`src/hdl/dhrs_pkg.sv`:
```
// Shared types and constants for the device health retry supervisor.
package dhrs_pkg;

  localparam int unsigned SLOTS      = 16;
  localparam int unsigned SLOT_W     = 4;
  localparam int unsigned TIME_W     = 32;
  localparam int unsigned ERR_W      = 16;
  localparam int unsigned RETRY_W    = 3;
  localparam int unsigned FAULT_W    = 8;
  localparam int unsigned BACKOFF_W  = 16;
  localparam int unsigned COUNT_W    = 5;
  localparam int unsigned CFG_IDX_W  = 1;
  localparam int unsigned CFG_DATA_W = 16;

  localparam logic [RETRY_W-1:0]   MaxRetriesRst  = 3'd3;
  localparam logic [BACKOFF_W-1:0] BaseBackoffRst = 16'd1000;

  typedef enum logic [1:0] {
    OP_REGISTER = 2'd0,
    OP_INIT     = 2'd1,
    OP_CHECK    = 2'd2,
    OP_REMOVE   = 2'd3
  } op_e;

  typedef enum logic [2:0] {
    ST_EMPTY       = 3'd0,
    ST_UNKNOWN     = 3'd1,
    ST_CONFIGURING = 3'd2,
    ST_AVAILABLE   = 3'd3,
    ST_UNAVAILABLE = 3'd4,
    ST_ERROR       = 3'd5,
    ST_REMOVED     = 3'd6
  } state_e;

  typedef enum logic [CFG_IDX_W-1:0] {
    CFG_MAX_RETRIES  = 1'd0,
    CFG_BASE_BACKOFF = 1'd1
  } cfg_idx_e;

  typedef struct packed {
    logic [RETRY_W-1:0]   max_retries;
    logic [BACKOFF_W-1:0] base_backoff_ms;
  } dhrs_cfg_t;

  typedef struct packed {
    logic [1:0]        operation;
    logic [SLOT_W-1:0] slot;
    logic [TIME_W-1:0] current_time_ms;
    logic              health_ok;
    logic              init_ok;
    logic [ERR_W-1:0]  error_code;
  } dhrs_req_t;

  typedef struct packed {
    logic [SLOT_W-1:0]  result_slot;
    logic               done_res;
    logic [2:0]         old_state;
    logic [2:0]         new_state;
    logic               reinit_attempted;
    logic               retries_exhausted;
    logic [RETRY_W-1:0] retry_count;
    logic [FAULT_W-1:0] fault_count;
    logic [ERR_W-1:0]   last_error;
    logic [COUNT_W-1:0] device_count;
  } dhrs_rsp_t;

endpackage

```
`src/hdl/dhrs_if.sv`:
```
// Valid/ready channel interfaces for request and result words.
interface dhrs_req_if;
  logic        valid;
  logic        ready;
  logic [1:0]  operation;
  logic [3:0]  slot;
  logic [31:0] current_time_ms;
  logic        health_ok;
  logic        init_ok;
  logic [15:0] error_code;

  modport source (output valid, operation, slot, current_time_ms, health_ok, init_ok,
                  error_code, input ready);
  modport sink (input valid, operation, slot, current_time_ms, health_ok, init_ok,
                error_code, output ready);
endinterface

interface dhrs_rsp_if;
  logic        valid;
  logic        ready;
  logic [3:0]  result_slot;
  logic        done_res;
  logic [2:0]  old_state;
  logic [2:0]  new_state;
  logic        reinit_attempted;
  logic        retries_exhausted;
  logic [2:0]  retry_count;
  logic [7:0]  fault_count;
  logic [15:0] last_error;
  logic [4:0]  device_count;

  modport source (output valid, result_slot, done_res, old_state, new_state,
                  reinit_attempted, retries_exhausted, retry_count, fault_count,
                  last_error, device_count, input ready);
  modport sink (input valid, result_slot, done_res, old_state, new_state,
                reinit_attempted, retries_exhausted, retry_count, fault_count,
                last_error, device_count, output ready);
endinterface

```
`src/hdl/device_health_retry_supervisor.sv`:
```
// Top level: request register, slot supervisor and result register.
// Path: an accepted word is held in the request register, where its result is computed
// and the slot table updated; the result then moves into the result register and is offered.
// Throughput: one word per cycle while the result channel takes words; the request register
// and the result register advance together and hold while stalled, and each word updates
// the slot table as it leaves the request register.
// Reset: rst_ni clears all slots, the device count and both handshake stages, and sets
// max_retries to 3 and base_backoff_ms to 1000.
module device_health_retry_supervisor
  import dhrs_pkg::*;
(
  input  logic                  clk_i,
  input  logic                  rst_ni,
  input  logic                  cfg_we_i,
  input  logic [CFG_IDX_W-1:0]  cfg_idx_i,
  input  logic [CFG_DATA_W-1:0] cfg_wdata_i,
  dhrs_req_if.sink              req_i,
  dhrs_rsp_if.source            rsp_o
);

  dhrs_cfg_t cfg_q;
  dhrs_req_t req_q, req_d;
  dhrs_rsp_t rsp_q, rsp_d;
  logic      req_vld_q;
  logic      rsp_vld_q;
  logic      advance;
  logic      fire;

  // Result stage drains or is empty: move everything forward
  assign advance     = !rsp_vld_q || rsp_o.ready;
  assign fire        = req_vld_q && advance;
  assign req_i.ready = advance;

  assign req_d.operation       = req_i.operation;
  assign req_d.slot            = req_i.slot;
  assign req_d.current_time_ms = req_i.current_time_ms;
  assign req_d.health_ok       = req_i.health_ok;
  assign req_d.init_ok         = req_i.init_ok;
  assign req_d.error_code      = req_i.error_code;

  always_ff @(posedge clk_i or negedge rst_ni) begin
    if (!rst_ni) begin
      cfg_q.max_retries     <= MaxRetriesRst;
      cfg_q.base_backoff_ms <= BaseBackoffRst;
    end else if (cfg_we_i) begin
      case (cfg_idx_e'(cfg_idx_i))
        CFG_MAX_RETRIES:  cfg_q.max_retries     <= cfg_wdata_i[RETRY_W-1:0];
        CFG_BASE_BACKOFF: cfg_q.base_backoff_ms <= cfg_wdata_i[BACKOFF_W-1:0];
        default: begin
        end
      endcase
    end
  end

  dhrs_supervisor u_supervisor (
    .clk_i  (clk_i),
    .rst_ni (rst_ni),
    .fire_i (fire),
    .req_i  (req_q),
    .cfg_i  (cfg_q),
    .rsp_o  (rsp_d)
  );

  always_ff @(posedge clk_i or negedge rst_ni) begin
    if (!rst_ni) begin
      req_vld_q <= 1'b0;
      rsp_vld_q <= 1'b0;
    end else if (advance) begin
      req_vld_q <= req_i.valid;
      rsp_vld_q <= req_vld_q;
    end
  end

  // Payload: hold while stalled
  always_ff @(posedge clk_i) begin
    if (advance) begin
      req_q <= req_d;
      rsp_q <= rsp_d;
    end
  end

  assign rsp_o.valid             = rsp_vld_q;
  assign rsp_o.result_slot       = rsp_q.result_slot;
  assign rsp_o.done_res          = rsp_q.done_res;
  assign rsp_o.old_state         = rsp_q.old_state;
  assign rsp_o.new_state         = rsp_q.new_state;
  assign rsp_o.reinit_attempted  = rsp_q.reinit_attempted;
  assign rsp_o.retries_exhausted = rsp_q.retries_exhausted;
  assign rsp_o.retry_count       = rsp_q.retry_count;
  assign rsp_o.fault_count       = rsp_q.fault_count;
  assign rsp_o.last_error        = rsp_q.last_error;
  assign rsp_o.device_count      = rsp_q.device_count;

endmodule

```
`src/hdl/dhrs_supervisor.sv`:
```
// Slot table with per-slot life-cycle state and its combinational update logic.
module dhrs_supervisor
  import dhrs_pkg::*;
(
  input  logic      clk_i,
  input  logic      rst_ni,
  input  logic      fire_i,
  input  dhrs_req_t req_i,
  input  dhrs_cfg_t cfg_i,
  output dhrs_rsp_t rsp_o
);

  logic [SLOTS-1:0]   used_q;
  logic [2:0]         status_q [SLOTS];
  logic [RETRY_W-1:0] retry_q  [SLOTS];
  logic [TIME_W-1:0]  due_q    [SLOTS];
  logic [ERR_W-1:0]   err_q    [SLOTS];
  logic [FAULT_W-1:0] fault_q  [SLOTS];
  logic [COUNT_W-1:0] count_q, count_d;

  op_e               op;
  logic              free_found;
  logic [SLOT_W-1:0] free_idx;
  logic [SLOT_W-1:0] idx;
  logic              hit;
  logic              in_range;

  logic               rd_used;
  logic [2:0]         rd_st;
  logic [RETRY_W-1:0] rd_rt;
  logic [TIME_W-1:0]  rd_due;
  logic [ERR_W-1:0]   rd_err;
  logic [FAULT_W-1:0] rd_ft;

  logic               wr_en;
  logic               nused;
  logic [2:0]         nst;
  logic [2:0]         rep_st;
  logic [RETRY_W-1:0] nrt;
  logic [TIME_W-1:0]  ndue;
  logic [ERR_W-1:0]   nerr;
  logic [FAULT_W-1:0] nft;
  logic               done;
  logic               reinit;
  logic               exhausted;
  logic [RETRY_W:0]   tries;
  logic [TIME_W-1:0]  backoff;

  assign op = op_e'(req_i.operation);

  // Lowest free slot
  always_comb begin
    free_found = 1'b0;
    free_idx   = '0;
    for (int i = SLOTS - 1; i >= 0; i--) begin
      if (!used_q[i]) begin
        free_found = 1'b1;
        free_idx   = SLOT_W'(i);
      end
    end
  end

  assign in_range = (32'(req_i.slot) < SLOTS);
  assign idx      = (op == OP_REGISTER) ? free_idx : req_i.slot;
  assign hit      = (op == OP_REGISTER) ? free_found : in_range;

  assign rd_used = used_q[idx];
  assign rd_st   = status_q[idx];
  assign rd_rt   = retry_q[idx];
  assign rd_due  = due_q[idx];
  assign rd_err  = err_q[idx];
  assign rd_ft   = fault_q[idx];

  assign tries   = {1'b0, rd_rt} + 1'b1;
  assign backoff = TIME_W'({{(TIME_W-BACKOFF_W){1'b0}}, cfg_i.base_backoff_ms} << rd_rt);

  always_comb begin
    nused     = rd_used;
    nst       = rd_st;
    nrt       = rd_rt;
    ndue      = rd_due;
    nerr      = rd_err;
    nft       = rd_ft;
    done      = 1'b0;
    reinit    = 1'b0;
    exhausted = 1'b0;
    wr_en     = 1'b0;
    count_d   = count_q;
    rep_st    = rd_st;
    case (op)
      OP_REGISTER: begin
        if (free_found) begin
          wr_en   = 1'b1;
          done    = 1'b1;
          nused   = 1'b1;
          nst     = ST_UNKNOWN;
          nrt     = '0;
          ndue    = '0;
          nerr    = '0;
          count_d = count_q + 1'b1;
        end
      end
      OP_INIT: begin
        if (in_range && rd_used && (rd_st == ST_UNKNOWN || rd_st == ST_CONFIGURING)) begin
          wr_en = 1'b1;
          done  = 1'b1;
          if (req_i.init_ok) begin
            nst  = ST_AVAILABLE;
            nrt  = '0;
            ndue = '0;
            nerr = '0;
          end else begin
            nst  = ST_ERROR;
            nerr = req_i.error_code;
          end
        end
      end
      OP_CHECK: begin
        if (in_range && rd_used) begin
          wr_en = 1'b1;
          done  = 1'b1;
          if (rd_st == ST_UNAVAILABLE || rd_st == ST_ERROR) begin
            if (rd_rt < cfg_i.max_retries && req_i.current_time_ms >= rd_due) begin
              reinit = 1'b1;
              if (req_i.init_ok) begin
                nst  = ST_AVAILABLE;
                nrt  = '0;
                ndue = '0;
                nerr = '0;
              end else begin
                nrt  = tries[RETRY_W-1:0];
                nerr = req_i.error_code;
                ndue = req_i.current_time_ms + backoff;
                if (tries >= {1'b0, cfg_i.max_retries}) begin
                  exhausted = 1'b1;
                  nst       = ST_ERROR;
                  nft       = rd_ft + 1'b1;
                end
              end
            end
          end else if (rd_st == ST_AVAILABLE && !req_i.health_ok) begin
            nst  = ST_UNAVAILABLE;
            nrt  = '0;
            ndue = req_i.current_time_ms
                   + {{(TIME_W-BACKOFF_W){1'b0}}, cfg_i.base_backoff_ms};
          end
        end
      end
      OP_REMOVE: begin
        if (in_range && rd_used) begin
          wr_en   = 1'b1;
          done    = 1'b1;
          nused   = 1'b0;
          nst     = ST_EMPTY;
          nrt     = '0;
          ndue    = '0;
          nerr    = '0;
          count_d = count_q - 1'b1;
        end
      end
      default: begin
      end
    endcase
    if (op == OP_REGISTER) begin
      rep_st = free_found ? ST_UNKNOWN : ST_EMPTY;
    end else if (op == OP_REMOVE && done) begin
      rep_st = ST_REMOVED;
    end else begin
      rep_st = nst;
    end
  end

  always_ff @(posedge clk_i or negedge rst_ni) begin
    if (!rst_ni) begin
      used_q  <= '0;
      count_q <= '0;
      for (int i = 0; i < SLOTS; i++) begin
        status_q[i] <= ST_EMPTY;
        retry_q[i]  <= '0;
        due_q[i]    <= '0;
        err_q[i]    <= '0;
        fault_q[i]  <= '0;
      end
    end else if (fire_i && wr_en) begin
      used_q[idx]   <= nused;
      status_q[idx] <= nst;
      retry_q[idx]  <= nrt;
      due_q[idx]    <= ndue;
      err_q[idx]    <= nerr;
      fault_q[idx]  <= nft;
      count_q       <= count_d;
    end
  end

  always_comb begin
    rsp_o.result_slot       = idx;
    rsp_o.done_res          = done;
    rsp_o.old_state         = hit ? rd_st : ST_EMPTY;
    rsp_o.new_state         = hit ? rep_st : ST_EMPTY;
    rsp_o.reinit_attempted  = reinit;
    rsp_o.retries_exhausted = exhausted;
    rsp_o.retry_count       = hit ? nrt : '0;
    rsp_o.fault_count       = hit ? nft : '0;
    rsp_o.last_error        = hit ? nerr : '0;
    rsp_o.device_count      = count_d;
  end

endmodule

```
`src/flat_wrapper.sv`:
```
// flat-port wrapper written by rule: the top's interface ports become plain ports
module device_health_retry_supervisor_flat import dhrs_pkg::*;
  (clk_i, rst_ni, cfg_we_i, cfg_idx_i, cfg_wdata_i, req_i_valid, req_i_operation, req_i_slot, req_i_current_time_ms, req_i_health_ok, req_i_init_ok, req_i_error_code, req_i_ready, rsp_o_valid, rsp_o_result_slot, rsp_o_done_res, rsp_o_old_state, rsp_o_new_state, rsp_o_reinit_attempted, rsp_o_retries_exhausted, rsp_o_retry_count, rsp_o_fault_count, rsp_o_last_error, rsp_o_device_count, rsp_o_ready);
  dhrs_req_if req_i_i ();
  dhrs_rsp_if rsp_o_i ();
  input  logic clk_i;
  input  logic rst_ni;
  input  logic cfg_we_i;
  input  logic [CFG_IDX_W-1:0] cfg_idx_i;
  input  logic [CFG_DATA_W-1:0] cfg_wdata_i;
  input wire logic [$bits(req_i_i.valid)-1:0] req_i_valid;
  input wire logic [$bits(req_i_i.operation)-1:0] req_i_operation;
  input wire logic [$bits(req_i_i.slot)-1:0] req_i_slot;
  input wire logic [$bits(req_i_i.current_time_ms)-1:0] req_i_current_time_ms;
  input wire logic [$bits(req_i_i.health_ok)-1:0] req_i_health_ok;
  input wire logic [$bits(req_i_i.init_ok)-1:0] req_i_init_ok;
  input wire logic [$bits(req_i_i.error_code)-1:0] req_i_error_code;
  output wire logic [$bits(req_i_i.ready)-1:0] req_i_ready;
  output wire logic [$bits(rsp_o_i.valid)-1:0] rsp_o_valid;
  output wire logic [$bits(rsp_o_i.result_slot)-1:0] rsp_o_result_slot;
  output wire logic [$bits(rsp_o_i.done_res)-1:0] rsp_o_done_res;
  output wire logic [$bits(rsp_o_i.old_state)-1:0] rsp_o_old_state;
  output wire logic [$bits(rsp_o_i.new_state)-1:0] rsp_o_new_state;
  output wire logic [$bits(rsp_o_i.reinit_attempted)-1:0] rsp_o_reinit_attempted;
  output wire logic [$bits(rsp_o_i.retries_exhausted)-1:0] rsp_o_retries_exhausted;
  output wire logic [$bits(rsp_o_i.retry_count)-1:0] rsp_o_retry_count;
  output wire logic [$bits(rsp_o_i.fault_count)-1:0] rsp_o_fault_count;
  output wire logic [$bits(rsp_o_i.last_error)-1:0] rsp_o_last_error;
  output wire logic [$bits(rsp_o_i.device_count)-1:0] rsp_o_device_count;
  input wire logic [$bits(rsp_o_i.ready)-1:0] rsp_o_ready;
  assign req_i_i.valid = req_i_valid;
  assign req_i_i.operation = req_i_operation;
  assign req_i_i.slot = req_i_slot;
  assign req_i_i.current_time_ms = req_i_current_time_ms;
  assign req_i_i.health_ok = req_i_health_ok;
  assign req_i_i.init_ok = req_i_init_ok;
  assign req_i_i.error_code = req_i_error_code;
  assign req_i_ready = req_i_i.ready;
  assign rsp_o_valid = rsp_o_i.valid;
  assign rsp_o_result_slot = rsp_o_i.result_slot;
  assign rsp_o_done_res = rsp_o_i.done_res;
  assign rsp_o_old_state = rsp_o_i.old_state;
  assign rsp_o_new_state = rsp_o_i.new_state;
  assign rsp_o_reinit_attempted = rsp_o_i.reinit_attempted;
  assign rsp_o_retries_exhausted = rsp_o_i.retries_exhausted;
  assign rsp_o_retry_count = rsp_o_i.retry_count;
  assign rsp_o_fault_count = rsp_o_i.fault_count;
  assign rsp_o_last_error = rsp_o_i.last_error;
  assign rsp_o_device_count = rsp_o_i.device_count;
  assign rsp_o_i.ready = rsp_o_ready;
  device_health_retry_supervisor u_core (.clk_i(clk_i), .rst_ni(rst_ni), .cfg_we_i(cfg_we_i), .cfg_idx_i(cfg_idx_i), .cfg_wdata_i(cfg_wdata_i), .req_i(req_i_i), .rsp_o(rsp_o_i));
endmodule
```
`config.mk`:
```
export PLATFORM = sky130hd
export DESIGN_NAME = device_health_retry_supervisor_flat
export DESIGN_NICKNAME = d
export VERILOG_FILES = /design/src/hdl/dhrs_pkg.sv /design/src/hdl/dhrs_if.sv /design/src/hdl/device_health_retry_supervisor.sv /design/src/hdl/dhrs_supervisor.sv /design/src/flat_wrapper.sv
export SDC_FILE = /design/constraint.sdc
export NUM_CORES = 2
export LEC_CHECK = 0
export BUFFER_PORTS_ARGS = -buffer_cell sky130_fd_sc_hd__buf_2
export CAP_MARGIN = 20
export CORE_AREA = 4 4 346 348
export DETAILED_ROUTE_END_ITERATION = 8
export DIE_AREA = 0 0 350 352
export GPL_TIMING_DRIVEN = 0
export HOLD_SLACK_MARGIN = 0.06
export PLACE_DENSITY = 0.64
export SETUP_SLACK_MARGIN = 0.05
export SLEW_MARGIN = 10
export SYNTH_ARGS = -nofsm -noshare
export SYNTH_HDL_FRONTEND = slang
export SYNTH_SLANG_ARGS = --single-unit
```
`constraint.sdc`:
```
create_clock -name clk_i -period 9 [get_ports clk_i]
set_clock_uncertainty 0.05 [all_clocks]
set_input_delay 1.35 -clock clk_i [delete_from_list [all_inputs] [get_ports clk_i]]
set_output_delay 1.35 -clock clk_i [all_outputs]
set_load 0.01 [all_outputs]
```
==> run_results.csv <==
group,metric,value,unit
outcome,outcome,"complete, no violations",
logic_synthesis,synth_xor_area_share,1.01,%
worst_setup_path,cp-start-kind,"register",
global_routing,grt_pass1_vias,44450,
placed_design,port_buffers,124,
worst_setup_path,reg2reg_slack,90,ps
power_and_ir_drop,peakVddDrop,189,uV
timing,post-route-period-util,99.0,%
route,drtIter0Drc,5379,
timing,finalSetupViolations,0,
floorplan,core_region_area,116000,sq um
global_routing,grt_pass1_wl,315000,um
timing,relSlewSlack,16.0,%
worst_setup_path,slowest_delay,940,ps
floorplan,fp.dieH,352,um
timing,period_minus_slack,8910,ps
hold_path,hp-class,"reg2reg",
placed_design,dp_hpwl,155000,um
logic_synthesis,ys_warn_count,0,
worst_setup_path,r2r-start,"u_core.req_q[54]$_DFFE_PN_",
worst_setup_path,worstSetupPathType,"reg2reg",
logic_synthesis,async_reset_ff_share,91.1,%
power_and_ir_drop,switching_share,36.2,%
worst_setup_path,r2r_cells,25,
worst_setup_path,worst-path-buf-inv,8,
placed_design,dp.cells,7002,
logic_synthesis,synth-adder-area-share,2.04,%
final_layout,finalNetCount,5776,
worst_setup_path,critPathSlowestCell,"clkbuf_1",
worst_setup_path,critPathCaptureType,"register",
logic_synthesis,synth_flop_cell,"dfrtp_1",
worst_setup_path,crit_end,"u_core.u_supervisor.due_q[44]$_DFFE_PN0P_",
worst_setup_path,crit_cells,25,
worst_setup_path,cp_data_required_time,9640,ps
placed_design,pre_cts_slack,-2200,ps
power_and_ir_drop,power.switching,0.00608,W
placed_design,place_congestion,1.01,
global_routing,grt_use_total,35.1,%
logic_synthesis,synth_seq_area_share,50.0,%
logic_synthesis,synth_top_family_by_area,"multiplexers",
final_layout,fin_area,65300,sq um
timing,worst_slack,92.3,ps
power_and_ir_drop,power.share.sequential,39.1,%
floorplan,die_w,350,um
logic_synthesis,ys_ff_latch,1135,
global_routing,grt_antenna_before_repair,7,
timing,hold_viol,0,
logic_synthesis,syn-num-nets,5498,
route,ant_nets,0,
clock_tree,cts.root.buffer_cell,"clkbuf_16",
logic_synthesis,syn_area_per_cell,10.9,sq um
power_and_ir_drop,combinationalPowerShare,31.5,%
route,drc_errors,0,
clock_tree,cts_tree,"built",
clock_tree,clock_latency,770,ps
logic_synthesis,synth_simple_gate_area_share,14.0,%
route,routedWlPerCell,30.4,um
logic_synthesis,synth_edf_count,101,
floorplan,row_count,125,
worst_setup_path,arrival,9550,ps
timing,worstMarginPinSlew,1260,ps
route,vias,46110,
clock_tree,htree_levels,3,
worst_setup_path,cpMostUsedCell,"clkbuf_1",
clock_tree,clock-sinks,1135,
power_and_ir_drop,clkPwrFrac,29.4,%
final_layout,area_growth_syn_to_layout,13.0,%
floorplan,die-area,123000,sq um
clock_tree,cts_buffer_depth,3,
logic_synthesis,mappedNetlistArea,57800,sq um
flow_run,maxCapViolCount,0,
timing,rsz0062_at_grt,"no",
worst_setup_path,r2r-end,"u_core.u_supervisor.due_q[44]$_DFFE_PN0P_",
logic_synthesis,synth-compound-area-share,8.07,%
logic_synthesis,syn_inst,5327,
timing,slew_violations,0,
route,routed_via_density,6.37,
final_layout,postLayoutCoreUtil,56.2,%
global_routing,grt_overflow,0,
floorplan,ios,125,
route,wirelength,220000,um
logic_synthesis,ys_types,103,
worst_setup_path,critPathMaxFanout,10,
worst_setup_path,cp-startpoint,"u_core.req_q[54]$_DFFE_PN_",
clock_tree,cts_buffers,120,
power_and_ir_drop,p_per_area,257,nW/um^2
global_routing,grt_max_degree,154,
logic_synthesis,synthMuxAreaShare,21.1,%
clock_tree,clkTransAtPathRegs,60,ps
timing,clock.fmax,112,MHz
floorplan,start_util,49.8,%
power_and_ir_drop,internal_power,0.0107,W
power_and_ir_drop,power_leakage,30.4,nW
placed_design,dpl-instance-area,60800,sq um
final_layout,fillerInstances,10230,
final_layout,drive_gt1_share,27.3,%
route,drt_pass1_iterations,7,
clock_tree,cts_hold_buf,0,
worst_setup_path,cp_top_family,"buffers and inverters",
timing,tns,0,ps
final_layout,final_cells,7238,
## power groups by stage
stage	Combinational [W]	Sequential (W)	Clock, W
3_5_place_dp	0.00500	0.00662	0
2_1_floorplan	0.00316	0.00650	0
3_3_place_gp	0.00488	0.00661	0
6_report	0.00529	0.00656	0.00494
5_1_grt	0.00562	0.00664	0.00517
4_1_cts	0.00509	0.00654	0.00496
## worst min-delay path by stage
stage                                                startpoint                                          end  cells after the start
CTS                 u_core.u_supervisor.retry_q[28]$_DFFE_PN0P_  u_core.u_supervisor.retry_q[28]$_DFFE_PN0P_                      1
floorplan           u_core.u_supervisor.fault_q[42]$_DFFE_PN0P_  u_core.u_supervisor.fault_q[42]$_DFFE_PN0P_                      1
finish              u_core.u_supervisor.retry_q[28]$_DFFE_PN0P_  u_core.u_supervisor.retry_q[28]$_DFFE_PN0P_                      1
detailed placement  u_core.u_supervisor.retry_q[28]$_DFFE_PN0P_  u_core.u_supervisor.retry_q[28]$_DFFE_PN0P_                      1
global route         u_core.u_supervisor.due_q[452]$_DFFE_PN0P_   u_core.u_supervisor.due_q[452]$_DFFE_PN0P_                      1
global placement    u_core.u_supervisor.fault_q[42]$_DFFE_PN0P_  u_core.u_supervisor.fault_q[42]$_DFFE_PN0P_                      1
## cells in the mapped netlist, types with 37 or more instances
master       n  area, sq um
dfrtp_1   1026        25700
nand2_1    972         3650
mux2_2     798         8990
nand3_1    466         2330
mux2_1     203         2290
buf_2      173          866
clkbuf_1   161          604
a21oi_1    113          566
edfxtp_1   101         3030
o21ai_0     97          485
ha_1        91         1140
mux2i_1     90          901
nor2_1      81          304
inv_1       77          289
and3_1      69          432
a211oi_1    61          458
buf_1       52          195
a31oi_1     49          307
o211ai_1    49          368
xnor2_1     37          324
## layout make-up
cell class	count	area [sq um]	share of cell area [%]
clock buffers	188	3620	5.55
well taps	1524	1910	2.92
inverters	83	314	0.481
plain buffers	412	2140	3.27
repair buffers	158	1060	1.63
clock inverters	31	268	0.410
flip-flops and latches	1135	28900	44.3
diodes	12	30.0	0.0460
multi-input cells	3695	27100	41.4
## stage by stage
| step | total power [W] | hold WS (ps) |
|---|---|---|
| after floorplan | 0.00965 | 399 |
| after global placement | 0.0115 | 410 |
| after detailed placement | 0.0116 | 417 |
| after CTS | 0.0166 | 430 |
| after global routing | 0.0174 | 442 |
| final | 0.0168 | 431 |
## routing by layer
metal	up-vias	share of wire, %	track usage [%]
li1	19570	-	-
met1	23479	41	48.1
met2	2483	42	50.4
met3	572	11	9.43
met4	6	6.5	19.9
met5	-	0.020	0
## worst register-to-register path, delay by kind of cell (launching register included)
kind | cells | cell delay [ps]
DFF | 1 | 450
buffers and inverters | 8 | 3950
muxes | 2 | 570
adders and majority gates | 2 | 500
and+or+nand+nor | 6 | 870
AOI/OAI and AO/OA | 7 | 2500
## placed cells by master, fill, tap and decap left out, types with 41 or more instances in the layout
cell type  count
clkbuf_16    123
a31oi_1       48
o211ai_1      49
nor2_1        80
nand3_1      466
buf_4         55
and3_1        69
clkbuf_1     139
edfxtp_1     101
inv_1         77
a21oi_1      112
a211oi_1      60
mux2_2       798
mux2_1       203
nand2_1      970
dfrtp_1     1026
clkbuf_4      41
mux2i_1       90
clkbuf_2      41
buf_2        287
ha_1          91
o21ai_0       71
## logic make-up (layout without fill, tap and decap cells)
| logic type | Yosys count | after routing |
|---|---|---|
| adders and majority gates | 93 | 93 |
| and+or+nand+nor | 1785 | 1785 |
| DFF | 1135 | 1135 |
| AOI/OAI and AO/OA | 659 | 659 |
| buffers and inverters | 497 | 872 |
| muxes | 1092 | 1092 |
| other | 0 | 12 |
| xor gates and xnor gates | 66 | 66 |
## state kept, by name, summed over array words and instances, names as in the netlist, 4 cells and up
| name | count |
|---|---|
| u_core.rsp_o.last_error | 16 |
| u_core.rsp_o.result_slot | 4 |
| u_core.rsp_o.device_count | 5 |
| u_core.u_supervisor.status_q | 48 |
| u_core.u_supervisor.err_q | 256 |
| u_core.u_supervisor.due_q | 512 |
| u_core.u_supervisor.fault_q | 128 |
| u_core.rsp_o.fault_count | 8 |
| u_core.u_supervisor.count_q | 5 |
| u_core.u_supervisor.used_q | 16 |
| u_core.u_supervisor.retry_q | 48 |
| u_core.req_q | 56 |
| u_core.cfg_q | 19 |
## timing repair
item,4_1_cts,5_1_grt
pin swaps,3,4
endpoints found under the setup margin,1023,611
gates resized for setup,163,102
buffers inserted,3,2
Power figures use the tool's default switching activity.
